$ cat src/rtl/tslg_pkg.sv
package tslg_pkg;

    // field widths
    localparam int ADDR_W   = 16;
    localparam int POS_W    = 10;
    localparam int SPEED_W  = 8;
    localparam int BYTE_W   = 8;
    localparam int DIM_W    = 4;
    localparam int TILE_W   = 6;
    localparam int ALU_W    = 16;
    localparam int CFG_IDX_W  = 3;
    localparam int CFG_DATA_W = 16;
    localparam int S_DATA_W = 32;
    localparam int M_DATA_W = 64;

    // constants of the sprite entry
    localparam logic [BYTE_W-1:0] ATTR_BYTE  = 8'h0c;
    localparam logic [POS_W-1:0]  RESET_Y    = 10'd240;
    localparam logic [POS_W-1:0]  TILE_BASE  = 10'd8;
    localparam int                MAX_TILES_DEF = 64;

    // output tdata bit offsets
    localparam int OFS_ADDR = 0;
    localparam int OFS_X    = 16;
    localparam int OFS_Y    = 26;
    localparam int OFS_ATTR = 36;
    localparam int OFS_SPEC = 44;
    localparam int OFS_TILE = 52;

    // register indexes
    localparam logic [CFG_IDX_W-1:0] CFG_BASE    = 3'd0;
    localparam logic [CFG_IDX_W-1:0] CFG_STEP    = 3'd1;
    localparam logic [CFG_IDX_W-1:0] CFG_COLUMNS = 3'd2;
    localparam logic [CFG_IDX_W-1:0] CFG_ROWS    = 3'd3;
    localparam logic [CFG_IDX_W-1:0] CFG_SPEC    = 3'd4;
    localparam logic [CFG_IDX_W-1:0] CFG_LEFT    = 3'd5;

    // input kinds
    localparam logic FUNC_TICK = 1'b0;
    localparam logic FUNC_LOAD = 1'b1;

    typedef struct packed {
        logic [ADDR_W-1:0] base;
        logic [ADDR_W-1:0] step;
        logic [DIM_W-1:0]  cols;
        logic [DIM_W-1:0]  rows;
        logic [BYTE_W-1:0] spec;
        logic [POS_W-1:0]  left;
    } t_cfg;

    typedef struct packed {
        logic [ALU_W-1:0] a;
        logic [ALU_W-1:0] b;
        logic             sub;
    } t_alu_req;

    typedef struct packed {
        logic [ALU_W-1:0] sum;
        logic             borrow;
    } t_alu_rsp;

endpackage

$ cat src/rtl/tslg_alu.sv
module tslg_alu (
    input  tslg_pkg::t_alu_req i_req,
    output tslg_pkg::t_alu_rsp o_rsp
);
    import tslg_pkg::*;

    logic [ALU_W:0] w_full;
    logic [ALU_W-1:0] w_b;

    // shared adder: subtract as a plus inverted b plus one
    assign w_b    = i_req.sub ? ~i_req.b : i_req.b;
    assign w_full = {1'b0, i_req.a} + {1'b0, w_b} + (ALU_W+1)'(i_req.sub);

    // borrow only has meaning for a subtraction
    assign o_rsp.sum    = w_full[ALU_W-1:0];
    assign o_rsp.borrow = i_req.sub & ~w_full[ALU_W];

endmodule

$ cat src/rtl/tslg_cfg.sv
module tslg_cfg (
    input  logic                               i_clk,
    input  logic                               i_rst_n,
    input  logic                               i_cfg_we,
    input  logic [tslg_pkg::CFG_IDX_W-1:0]     i_cfg_index,
    input  logic [tslg_pkg::CFG_DATA_W-1:0]    i_cfg_data,
    output tslg_pkg::t_cfg                     o_cfg
);
    import tslg_pkg::*;

    t_cfg r_cfg;

    // register writes, unknown indexes dropped
    always_ff @(posedge i_clk) begin
        if (!i_rst_n) begin
            r_cfg.base <= '0;
            r_cfg.step <= '0;
            r_cfg.cols <= DIM_W'(1);
            r_cfg.rows <= DIM_W'(1);
            r_cfg.spec <= '0;
            r_cfg.left <= '0;
        end else if (i_cfg_we) begin
            case (i_cfg_index)
                CFG_BASE:    r_cfg.base <= i_cfg_data[ADDR_W-1:0];
                CFG_STEP:    r_cfg.step <= i_cfg_data[ADDR_W-1:0];
                CFG_COLUMNS: r_cfg.cols <= i_cfg_data[DIM_W-1:0];
                CFG_ROWS:    r_cfg.rows <= i_cfg_data[DIM_W-1:0];
                CFG_SPEC:    r_cfg.spec <= i_cfg_data[BYTE_W-1:0];
                CFG_LEFT:    r_cfg.left <= i_cfg_data[POS_W-1:0];
                default: ;
            endcase
        end
    end

    assign o_cfg = r_cfg;

endmodule

$ cat src/rtl/tiled_sprite_list_generator_top.sv
// Tiled sprite list generator.
// Input stream (s_axis): one transaction per frame tick or motion load. tuser
// selects the kind: a load sets position, speed and target on acceptance and
// gives no entries; a tick moves the block toward its target, then emits one
// sprite entry per tile on the output stream (m_axis), tlast on the final one.
// Configuration goes through the plain write port, which the user must write
// only while the block is idle; the block itself does not enforce this. One
// shared 16-bit add/subtract unit does the motion, address and position
// adds. A tick runs the motion steps (distance, absolute value if needed,
// compare, move if needed; none at speed zero), a setup step, then per tile
// an emit, an address add and a position add, only the emit for the last
// tile. s_axis_tready is high only between items.
// Results leave through an output register; a stalled receiver holds the
// sequencer in its emit step, and the last entry may still wait in the
// output register while the next item is taken.
// Reset (synchronous, active low) returns registers to their defaults, sets
// the position to 240 with speed and target zero, and empties the output.
module tiled_sprite_list_generator_top #(
    parameter int MAX_TILES = tslg_pkg::MAX_TILES_DEF
) (
    input  logic                              i_clk,
    input  logic                              i_rst_n,
    input  logic                              s_axis_tvalid,
    output logic                              s_axis_tready,
    // new_y[9:0], new_speed[17:10], new_target[27:18], zero fill
    input  logic [tslg_pkg::S_DATA_W-1:0]     s_axis_tdata,
    // func[0]
    input  logic                              s_axis_tuser,
    output logic                              m_axis_tvalid,
    input  logic                              m_axis_tready,
    // sprite_address[15:0], sprite_x[25:16], sprite_y[35:26],
    // attribute_byte[43:36], spec_byte[51:44], tile_number[57:52], zero fill
    output logic [tslg_pkg::M_DATA_W-1:0]     m_axis_tdata,
    output logic                              m_axis_tlast,
    input  logic                              i_cfg_we,
    input  logic [tslg_pkg::CFG_IDX_W-1:0]    i_cfg_index,
    input  logic [tslg_pkg::CFG_DATA_W-1:0]   i_cfg_data
);
    import tslg_pkg::*;

    localparam int CNT_W = $clog2(MAX_TILES + 1);

    typedef enum logic [2:0] {
        S_IDLE, S_DIST, S_ABS, S_CMP, S_MOVE, S_INIT, S_EMIT, S_POS
    } t_state;

    t_cfg     w_cfg;
    t_alu_req w_req;
    t_alu_rsp w_rsp;

    t_state             r_state;
    logic [POS_W-1:0]   r_cur_y;
    logic [SPEED_W-1:0] r_speed;
    logic [POS_W-1:0]   r_target;
    logic               r_below;
    logic [POS_W-1:0]   r_dist;
    logic [ADDR_W-1:0]  r_addr;
    logic [POS_W-1:0]   r_x;
    logic [POS_W-1:0]   r_y;
    logic [DIM_W-1:0]   r_col;
    logic [CNT_W-1:0]   r_tile;
    logic [CNT_W-1:0]   r_ntiles;
    logic               r_addr_done;
    logic               r_out_valid;
    logic [M_DATA_W-1:0] r_out_data;
    logic               r_out_last;

    logic [2*DIM_W-1:0] w_prod;
    logic [CNT_W-1:0]   w_ntiles;
    logic [POS_W-1:0]   w_tile_w;
    logic [POS_W-1:0]   w_tile_h;
    logic               w_last;
    logic               w_row_end;
    logic               w_out_free;
    logic               w_in_acc;

    tslg_cfg u_cfg (
        .i_clk       (i_clk),
        .i_rst_n     (i_rst_n),
        .i_cfg_we    (i_cfg_we),
        .i_cfg_index (i_cfg_index),
        .i_cfg_data  (i_cfg_data),
        .o_cfg       (w_cfg)
    );

    tslg_alu u_alu (
        .i_req (w_req),
        .o_rsp (w_rsp)
    );

    // tile count saturated at the maximum
    assign w_prod   = {{DIM_W{1'b0}}, w_cfg.cols} * {{DIM_W{1'b0}}, w_cfg.rows};
    assign w_ntiles = (w_prod > (2*DIM_W)'(MAX_TILES)) ? CNT_W'(MAX_TILES)
                                                       : CNT_W'(w_prod);

    // tile size from the spec codes
    assign w_tile_w = TILE_BASE << w_cfg.spec[5:4];
    assign w_tile_h = TILE_BASE << w_cfg.spec[7:6];

    assign w_last     = (r_tile == r_ntiles - CNT_W'(1));
    assign w_row_end  = (r_col == w_cfg.cols - DIM_W'(1));
    assign w_out_free = !r_out_valid || m_axis_tready;
    assign w_in_acc   = s_axis_tvalid && s_axis_tready;

    // operand selection for the shared unit
    always_comb begin
        w_req = '{a: '0, b: '0, sub: 1'b0};
        case (r_state)
            S_DIST: w_req = '{a: ALU_W'(r_cur_y), b: ALU_W'(r_target), sub: 1'b1};
            S_ABS:  w_req = '{a: ALU_W'(r_target), b: ALU_W'(r_cur_y), sub: 1'b1};
            S_CMP:  w_req = '{a: ALU_W'(r_speed), b: ALU_W'(r_dist), sub: 1'b1};
            S_MOVE: w_req = '{a: ALU_W'(r_cur_y), b: ALU_W'(r_speed), sub: !r_below};
            S_POS: begin
                if (!r_addr_done) begin
                    w_req = '{a: r_addr, b: w_cfg.step, sub: 1'b0};
                end else if (w_row_end) begin
                    w_req = '{a: ALU_W'(r_y), b: ALU_W'(w_tile_h), sub: 1'b0};
                end else begin
                    w_req = '{a: ALU_W'(r_x), b: ALU_W'(w_tile_w), sub: 1'b0};
                end
            end
            default: ;
        endcase
    end

    // sequencer, motion state and output register
    always_ff @(posedge i_clk) begin
        if (!i_rst_n) begin
            r_state     <= S_IDLE;
            r_cur_y     <= RESET_Y;
            r_speed     <= '0;
            r_target    <= '0;
            r_out_valid <= 1'b0;
        end else begin
            // output valid: set on emit, cleared once taken
            if ((r_state == S_EMIT) && w_out_free) begin
                r_out_valid <= 1'b1;
            end else if (m_axis_tready) begin
                r_out_valid <= 1'b0;
            end
            case (r_state)
                S_IDLE: begin
                    if (w_in_acc) begin
                        if (s_axis_tuser == FUNC_LOAD) begin
                            r_cur_y  <= s_axis_tdata[9:0];
                            r_speed  <= s_axis_tdata[17:10];
                            r_target <= s_axis_tdata[27:18];
                        end else if (r_speed == '0) begin
                            r_state <= S_INIT;
                        end else begin
                            r_state <= S_DIST;
                        end
                    end
                end
                S_DIST: begin
                    r_dist  <= w_rsp.sum[POS_W-1:0];
                    r_below <= w_rsp.borrow;
                    r_state <= w_rsp.borrow ? S_ABS : S_CMP;
                end
                S_ABS: begin
                    r_dist  <= w_rsp.sum[POS_W-1:0];
                    r_state <= S_CMP;
                end
                S_CMP: begin
                    // within one step: snap and stop
                    if (!w_rsp.borrow) begin
                        r_cur_y <= r_target;
                        r_speed <= '0;
                        r_state <= S_INIT;
                    end else begin
                        r_state <= S_MOVE;
                    end
                end
                S_MOVE: begin
                    r_cur_y <= w_rsp.sum[POS_W-1:0];
                    r_state <= S_INIT;
                end
                S_INIT: begin
                    r_addr   <= w_cfg.base;
                    r_x      <= w_cfg.left;
                    r_y      <= r_cur_y;
                    r_col    <= '0;
                    r_tile   <= '0;
                    r_ntiles <= w_ntiles;
                    r_state  <= (w_ntiles == '0) ? S_IDLE : S_EMIT;
                end
                S_EMIT: begin
                    if (w_out_free) begin
                        r_out_last  <= w_last;
                        r_out_data  <= M_DATA_W'({TILE_W'(r_tile), w_cfg.spec, ATTR_BYTE,
                                                  r_y, r_x, r_addr});
                        r_addr_done <= 1'b0;
                        r_state     <= w_last ? S_IDLE : S_POS;
                    end
                end
                S_POS: begin
                    // address first, then x or y on the shared unit
                    if (!r_addr_done) begin
                        r_addr      <= w_rsp.sum;
                        r_addr_done <= 1'b1;
                    end else begin
                        if (w_row_end) begin
                            r_col <= '0;
                            r_x   <= w_cfg.left;
                            r_y   <= w_rsp.sum[POS_W-1:0];
                        end else begin
                            r_col <= r_col + DIM_W'(1);
                            r_x   <= w_rsp.sum[POS_W-1:0];
                        end
                        r_tile  <= r_tile + CNT_W'(1);
                        r_state <= S_EMIT;
                    end
                end
                default: r_state <= S_IDLE;
            endcase
        end
    end

    assign s_axis_tready = (r_state == S_IDLE);
    assign m_axis_tvalid = r_out_valid;
    assign m_axis_tdata  = r_out_data;
    assign m_axis_tlast  = r_out_last;

endmodule

$ cat config.mk
export PLATFORM = sky130hd
export DESIGN_NAME = tiled_sprite_list_generator_top
export DESIGN_NICKNAME = d
export VERILOG_FILES = /design/src/rtl/tslg_pkg.sv /design/src/rtl/tslg_alu.sv /design/src/rtl/tslg_cfg.sv /design/src/rtl/tiled_sprite_list_generator_top.sv
export SDC_FILE = /design/constraint.sdc
export NUM_CORES = 1
export LEC_CHECK = 0
export ABC_AREA = 0
export BUFFER_PORTS_ARGS = -buffer_cell sky130_fd_sc_hd__clkbuf_2
export CORE_MARGIN = 5
export CORE_UTILIZATION = 59
export CTS_BUF_LIST = sky130_fd_sc_hd__clkbuf_4 sky130_fd_sc_hd__clkbuf_8 sky130_fd_sc_hd__clkbuf_16
export DETAILED_ROUTE_END_ITERATION = 8
export PLACE_DENSITY_LB_ADDON = 0.05
export SETUP_SLACK_MARGIN = 0.1
export SYNTH_ARGS = -nofsm -noshare
export SYNTH_HDL_FRONTEND = slang
export SYNTH_SLANG_ARGS = --single-unit
$ cat constraint.sdc
create_clock -name i_clk -period 6.68 [get_ports i_clk]
set_input_delay 1.336 -clock i_clk [delete_from_list [all_inputs] [get_ports i_clk]]
set_output_delay 1.336 -clock i_clk [all_outputs]
set_load 0.005 [all_outputs]
After elaboration in Yosys (flattened, before gate mapping)
Index checks and enable logic that the tools add are counted.
Widths: inputs -> output; s select.
Word-level totals
  register bits after elaboration: 207
  input port bits: 57
  output and inout port bits: 67
  logic and storage cells: 130
Cells by class
  $add $sub $neg: 6
  $mul: 1
  magnitude comparators: 1
  equal/unequal tests: 22
  shift operators: 2
  mux-type cells: 40
  bitwise operators: 3
  reductions and logical operators: 33
Operators by type and width (count)
  $pmux 33 s5: 1
  $mux 10: 7
  $pmux 10 s2: 2
  $mux 33: 1
  $mux 16: 2
  $pmux 16 s2: 1
  $pmux 10 s3: 1
  $mux 27: 1
  $mux 8: 3
  $pmux 3 s8: 1
  $mux 3: 7
  $shl 4x2->10 const A: 2
  $eq 3x3->1 const B: 6
  $reduce_and 2->1: 9
  $add 16x16->17: 1
  $add 17x1->17: 1
  $not 16->16: 1
  $pmux 8 s2: 1
  $reduce_and 4->1: 4
  $reduce_and 3->1: 5
  $mux 7: 2
  $pmux 7 s2: 1
  $eq 3x2->1 const B: 4
  $ne 2x2->1 const B: 6
  other kinds (25): 38

Logic depth before layout (Yosys ltp)
  depth in word-level cells: 13
  mapped depth: 20
  depth with buffers taken out: 19

Modules after synthesis
A second synthesis with hierarchy kept.
Unflattened totals
  cells, all modules: 1064
  area total of the unflattened synthesis: 10831.6 um^2
Modules (own cells, without submodules)
  tiled_sprite_list_generator_top: times used 1, cells each 706, area each 7634.8 um^2, seq. area each 4154.0 um^2
  tslg_cfg: times used 1, cells each 212, area each 2167.1 um^2, seq. area each 1161.1 um^2
  tslg_alu: times used 1, cells each 146, area each 1029.7 um^2, seq. area each 0.0 um^2

Least setup slack after synthesis
No wires, ideal clock.
  path kind: input-to-reg
  start point: in m_axis_tready
  end point: reg r_out_data[0] (netlist: m_axis_tdata[0]) (enable)
  data arrival time: 4.913 ns
  path slack: 1.244 ns
  stages on the path: 2
  buffers on the path: 0
  cell sequence: nor2b_1 > nor3_1
On the way
  word-level cells in the longest chain between the ends: 2
Ends and longest elaborated chain
  start: declaration: RTL line tiled_sprite_list_generator_top.sv:30  | input logic m_axis_tready,
  $logic_or 1x1->1: RTL line tiled_sprite_list_generator_top.sv:102  | assign w_out_free = !r_out_valid || m_axis_tready;
  $reduce_and 3->1 (no line)
  end signal: assignment: RTL line tiled_sprite_list_generator_top.sv:190  | r_out_data <= M_DATA_W'({TILE_W'(r_tile), w_cfg.spec, ATTR_BYTE,
  end: declaration: RTL line tiled_sprite_list_generator_top.sv:65  | logic [M_DATA_W-1:0] r_out_data;
Every way passes these cells.
A chain may end at the register's enable or synchronous reset.

Final worst setup path
  start point: reg u_cfg.r_cfg (netlist bit u_cfg.o_cfg[22])
  end point: reg r_cur_y[6]
On the way
  word-level cells in the longest chain between the ends: 13
Ends and longest elaborated chain
  start: declaration: RTL line tslg_cfg.sv:11  | t_cfg r_cfg;
  $sub 4x1->4 (*): RTL line tiled_sprite_list_generator_top.sv:101  | assign w_row_end = (r_col == w_cfg.cols - DIM_W'(1));
  $eq 4x4->1 (*): RTL line tiled_sprite_list_generator_top.sv:101
  $mux 27 (*): RTL line tiled_sprite_list_generator_top.sv:116  | end else if (w_row_end) begin
  $mux 33 (*): RTL line tiled_sprite_list_generator_top.sv:114  | if (!r_addr_done) begin
  $pmux 33 s5 (*): RTL line tiled_sprite_list_generator_top.sv:108  | case (r_state)
  $not 16->16: RTL line tslg_alu.sv:11  | assign w_b = i_req.sub ? ~i_req.b : i_req.b;
  $mux 16: RTL line tslg_alu.sv:11
  $add 16x16->17 (*): RTL line tslg_alu.sv:12  | assign w_full = {1'b0, i_req.a} + {1'b0, w_b} + (ALU_W+1)'(i_req.sub);
  $add 17x1->17 (*): RTL line tslg_alu.sv:12
  $not 1->1: RTL line tslg_alu.sv:16  | assign o_rsp.borrow = i_req.sub & ~w_full[ALU_W];
  $and 1x1->1: RTL line tslg_alu.sv:16
  $ne 2x2->1 (no line)
  $reduce_and 4->1 (no line)
  end signal: assignment: RTL line tiled_sprite_list_generator_top.sv:145  | r_cur_y <= s_axis_tdata[9:0];
  end signal: assignment: RTL line tiled_sprite_list_generator_top.sv:167  | r_cur_y <= r_target;
  end signal: assignment: RTL line tiled_sprite_list_generator_top.sv:175  | r_cur_y <= w_rsp.sum[POS_W-1:0];
  end: declaration: RTL line tiled_sprite_list_generator_top.sv:52  | logic [POS_W-1:0] r_cur_y;
Every way passes the cells marked *; elsewhere a longest branch is shown, timed or not.

==> run_results.csv <==
group,metric,value,unit
run_status,status,"completed",
route,firstDrtPassIters,8,
synthesis,synth_area_per_cell,9.72,sq um
clock_network,ctsResizeCount,0,
power_and_ir_drop,powerDensity,377,nW/um^2
placed_design,gp_congestion,0.992,
synthesis,synth_most_common_cell,"nand2_1",
clock_network,clkLatencyLatePin,0.51,ns
worst_setup_path,r2r_slack,1.54,ns
sta,clock-skew-final,0.0126,ns
cells_and_area,postLayoutCellArea,12200,sq um
worst_setup_path,crit_slowest_cell,"a211oi_4",
synthesis,ys.flop_type,"edfxtp_1",
power_and_ir_drop,leakagePower,0.00484,uW
route,drtIter0Drc,924,
sta,hold_viol,0,
sta,max_freq,195,MHz
synthesis,yosys-top-cells-count,"181 x nand2_1, 117 x edfxtp_1, 90 x dfxtp_1",
sta,setup_viol,0,
placed_design,post-place-cells,1404,
route,vias,8870,
global_routing,grt_use_met2,43.1,%
cells_and_area,synthToLayoutAreaGrowth,13.3,%
job,cap_violations,0,
placed_design,hpwl,21300,um
floorplanning,die_x,145,um
synthesis,synth_top_cell_by_area,"edfxtp_1",
worst_setup_path,cp.required,7.10,ns
worst_setup_path,r2r-end,"r_cur_y[6]$_SDFFE_PN1P_",
route,routed_via_density,6.14,
cells_and_area,drive_above_1_share,16.6,%
synthesis,yosys-top-cells-area,"edfxtp_1 33%, dfxtp_1 17%, nand2_1 6.3%",
global_routing,use_met3,4.02,%
global_routing,gr-total-overflow,0,
cells_and_area,instances_no_fill,1444,
placed_design,portBuffers,105,
clock_network,cts_tree,"yes",
worst_hold_path,hp-start,"u_cfg.o_cfg[10]$_SDFFE_PN0P_",
cells_and_area,finalNetCount,1292,
sta,worstMarginPinSlew,1.16,ns
global_routing,grtUsageMet1,41.0,%
floorplanning,num_io_pins,124,
synthesis,syn_inst,1111,
synthesis,synth_top_area_share,32.5,%
route,drc,0,
global_routing,grt_max_degree,75,
worst_setup_path,path_cells,"inv_1, ha_1, xnor2_1, nor4_4, buf_4, inv_2, nand3_1, o311ai_0, o211ai_1, o221ai_1, ha_1, o21ai_0, a21o_1, a21oi_2, o21ai_2, a211oi_4, buf_4, nor3_1, o21ai_0",
synthesis,synth-edff-count,117,
sta,fin_tns_setup,0,ns
sta,period_needed,5.14,ns
floorplanning,fp-row-count,49,
clock_network,clock_sinks,207,
clock_network,cts_root_buffer,"clkbuf_16",
route,wl,30400,um
sta,fin_crit_sh,76.9,%
sta,rsz0062_at_grt,"false",
worst_hold_path,hold_path_depth,0,
sta,slew_headroom,22.0,%
worst_setup_path,start_kind,"register",
global_routing,grt_util_all_layers,27.7,%
synthesis,synth_cell_types,84,
worst_hold_path,holdCritPathClass,"register to register",
global_routing,grt_pass1_wl,47400,um
worst_setup_path,worstSetupPathType,"register to register",
clock_network,cts.path.max_buffers,3,
global_routing,top_usage_layer,"met2",
floorplanning,die_h,145,um
synthesis,synthArstFlopShare,0,%
worst_setup_path,cp_max_fo,16,
route,ant_nets,0,
worst_hold_path,min_to,"m_axis_tdata[44]$_DFFE_PP_",
global_routing,grt_pass1_vias,8446,
floorplanning,core_area,18000,sq um
floorplanning,dieArea,21100,sq um
placed_design,placed_area,11500,sq um
clock_network,clk_pin_slew,0.06,ns
clock_network,cts_made_buffers,22,
synthesis,ys.warnings.count,0,
worst_setup_path,worst_ep_arrival_time,5.56,ns
floorplanning,start_util,60.1,%
cells_and_area,insertedDiodeCount,0,
global_routing,antenna_found_initial,0,
worst_setup_path,cpPeakStageDelay,0.73,ns
sta,slew_viol_final,0,
worst_setup_path,r2r_cells,19,
clock_network,ctsHoldBuffers,0,
worst_setup_path,crit_path_end_kind,"register",
clock_network,cts_setup_buffers,0,
synthesis,ys_seq_elements,207,
clock_network,h-tree-depth,1,
synthesis,synth-seq-area-share,49.2,%
worst_setup_path,reg2reg_from,"u_cfg.o_cfg[22]$_SDFFE_PN1P_",
power_and_ir_drop,ir_worst_vdd,0.000257,V
route,post_drt_wl_per_cell,21.0,um
synthesis,synthesis.area,10800,sq um
flip-flops by register name, summed over array words and instances (netlist names), 3 cells and up:
register and count:
r_col 4, r_tile 7, m_axis_tdata 50, r_x 10
r_ntiles 7, r_target 10, r_dist 10, r_cur_y 10
r_addr 16, r_y 10, r_state 3, r_speed 8
u_cfg.o_cfg 58
layout by cell type, fill, tap and decap left out, drive strengths merged, types with 31 or more instances in the layout:
cell type / count
inv: 47
nand2: 181
ha: 31
edfxtp: 117
o21ai: 59
dfxtp: 90
a21oi: 89
mux2i: 31
clkbuf: 134
nor2: 76
kinds of logic (layout without fill, tap and decap cells):
family                   after synthesis  count (layout)  synth area share [%]
AO/OA/AOI/OAI                        271             271                  16.7
buffers and inverters                118             210                  4.90
other                                  2              14                0.0696
AND/OR/NAND/NOR                      397             397                  17.4
adder cells (fa/ha/maj)               36              36                  4.52
flip-flops                           207             207                  49.2
XOR/XNOR                              36              36                  2.92
multiplexers                          44              44                  4.23
worst max-delay path by stage:
stage,from,to,slack [ns]
after floorplan,m_axis_tready,m_axis_tdata[0]$_DFFE_PP_,1.24
after global placement,u_cfg.o_cfg[22]$_SDFFE_PN1P_,r_speed[4]$_SDFFE_PN0P_,1.78
after detailed placement,u_cfg.o_cfg[22]$_SDFFE_PN1P_,r_speed[5]$_SDFFE_PN0P_,1.70
after CTS,u_cfg.o_cfg[22]$_SDFFE_PN1P_,r_speed[5]$_SDFFE_PN0P_,1.66
after global routing,u_cfg.o_cfg[22]$_SDFFE_PN1P_,r_cur_y[6]$_SDFFE_PN1P_,1.24
final,u_cfg.o_cfg[22]$_SDFFE_PN1P_,r_cur_y[6]$_SDFFE_PN1P_,1.54
through the flow:
stage | power (uW) | setup slack (ns) | hold WS [ns] | utilization, %
2_1_floorplan | 2820 | 1.24 | 0.408 | -
3_3_place_gp | 3270 | 1.78 | 0.412 | 63.8
3_5_place_dp | 3290 | 1.70 | 0.420 | 63.8
4_1_cts | 4570 | 1.66 | 0.433 | 68.1
5_1_grt | 4850 | 1.24 | 0.444 | 68.1
6_report | 4610 | 1.54 | 0.429 | 68.1
power breakdown:
part | switching (uW) | total (uW) | internal, uW
clock | 496 | 1280 | 786
combinational | 1100 | 1680 | 586
sequential | 125 | 1640 | 1520
layout make-up:
| type | count | area (sq um) |
|---|---|---|
| Fill cell | 1441 | 5730 |
| Multi-Input combinational cell | 798 | 5030 |
| Clock inverter | 11 | 124 |
| Tap cell | 229 | 287 |
| Inverter | 47 | 176 |
| Timing Repair Buffer | 123 | 661 |
| Clock buffer | 29 | 639 |
| Sequential cell | 207 | 5320 |
worst max-delay path, delay by kind of cell, from the launching register on:
kind,cells,cell delay [ns]
AOI/OAI and AO/OA,9,2.36
adders and majority gates,2,0.74
xor gates and xnor gates,1,0.20
and+or+nand+nor,3,0.42
buffers and inverters,4,0.84
DFF,1,0.47
per-layer routing:
metal  share of wire, %  wire [um]  vias up
met3                9.2       2790       70
met5                  0          0        -
li1                   -          -     4131
met1                 43      13100     4212
met2                 45      13700      457
met4                2.5        749        0
Power figures use the tool's default switching activity.
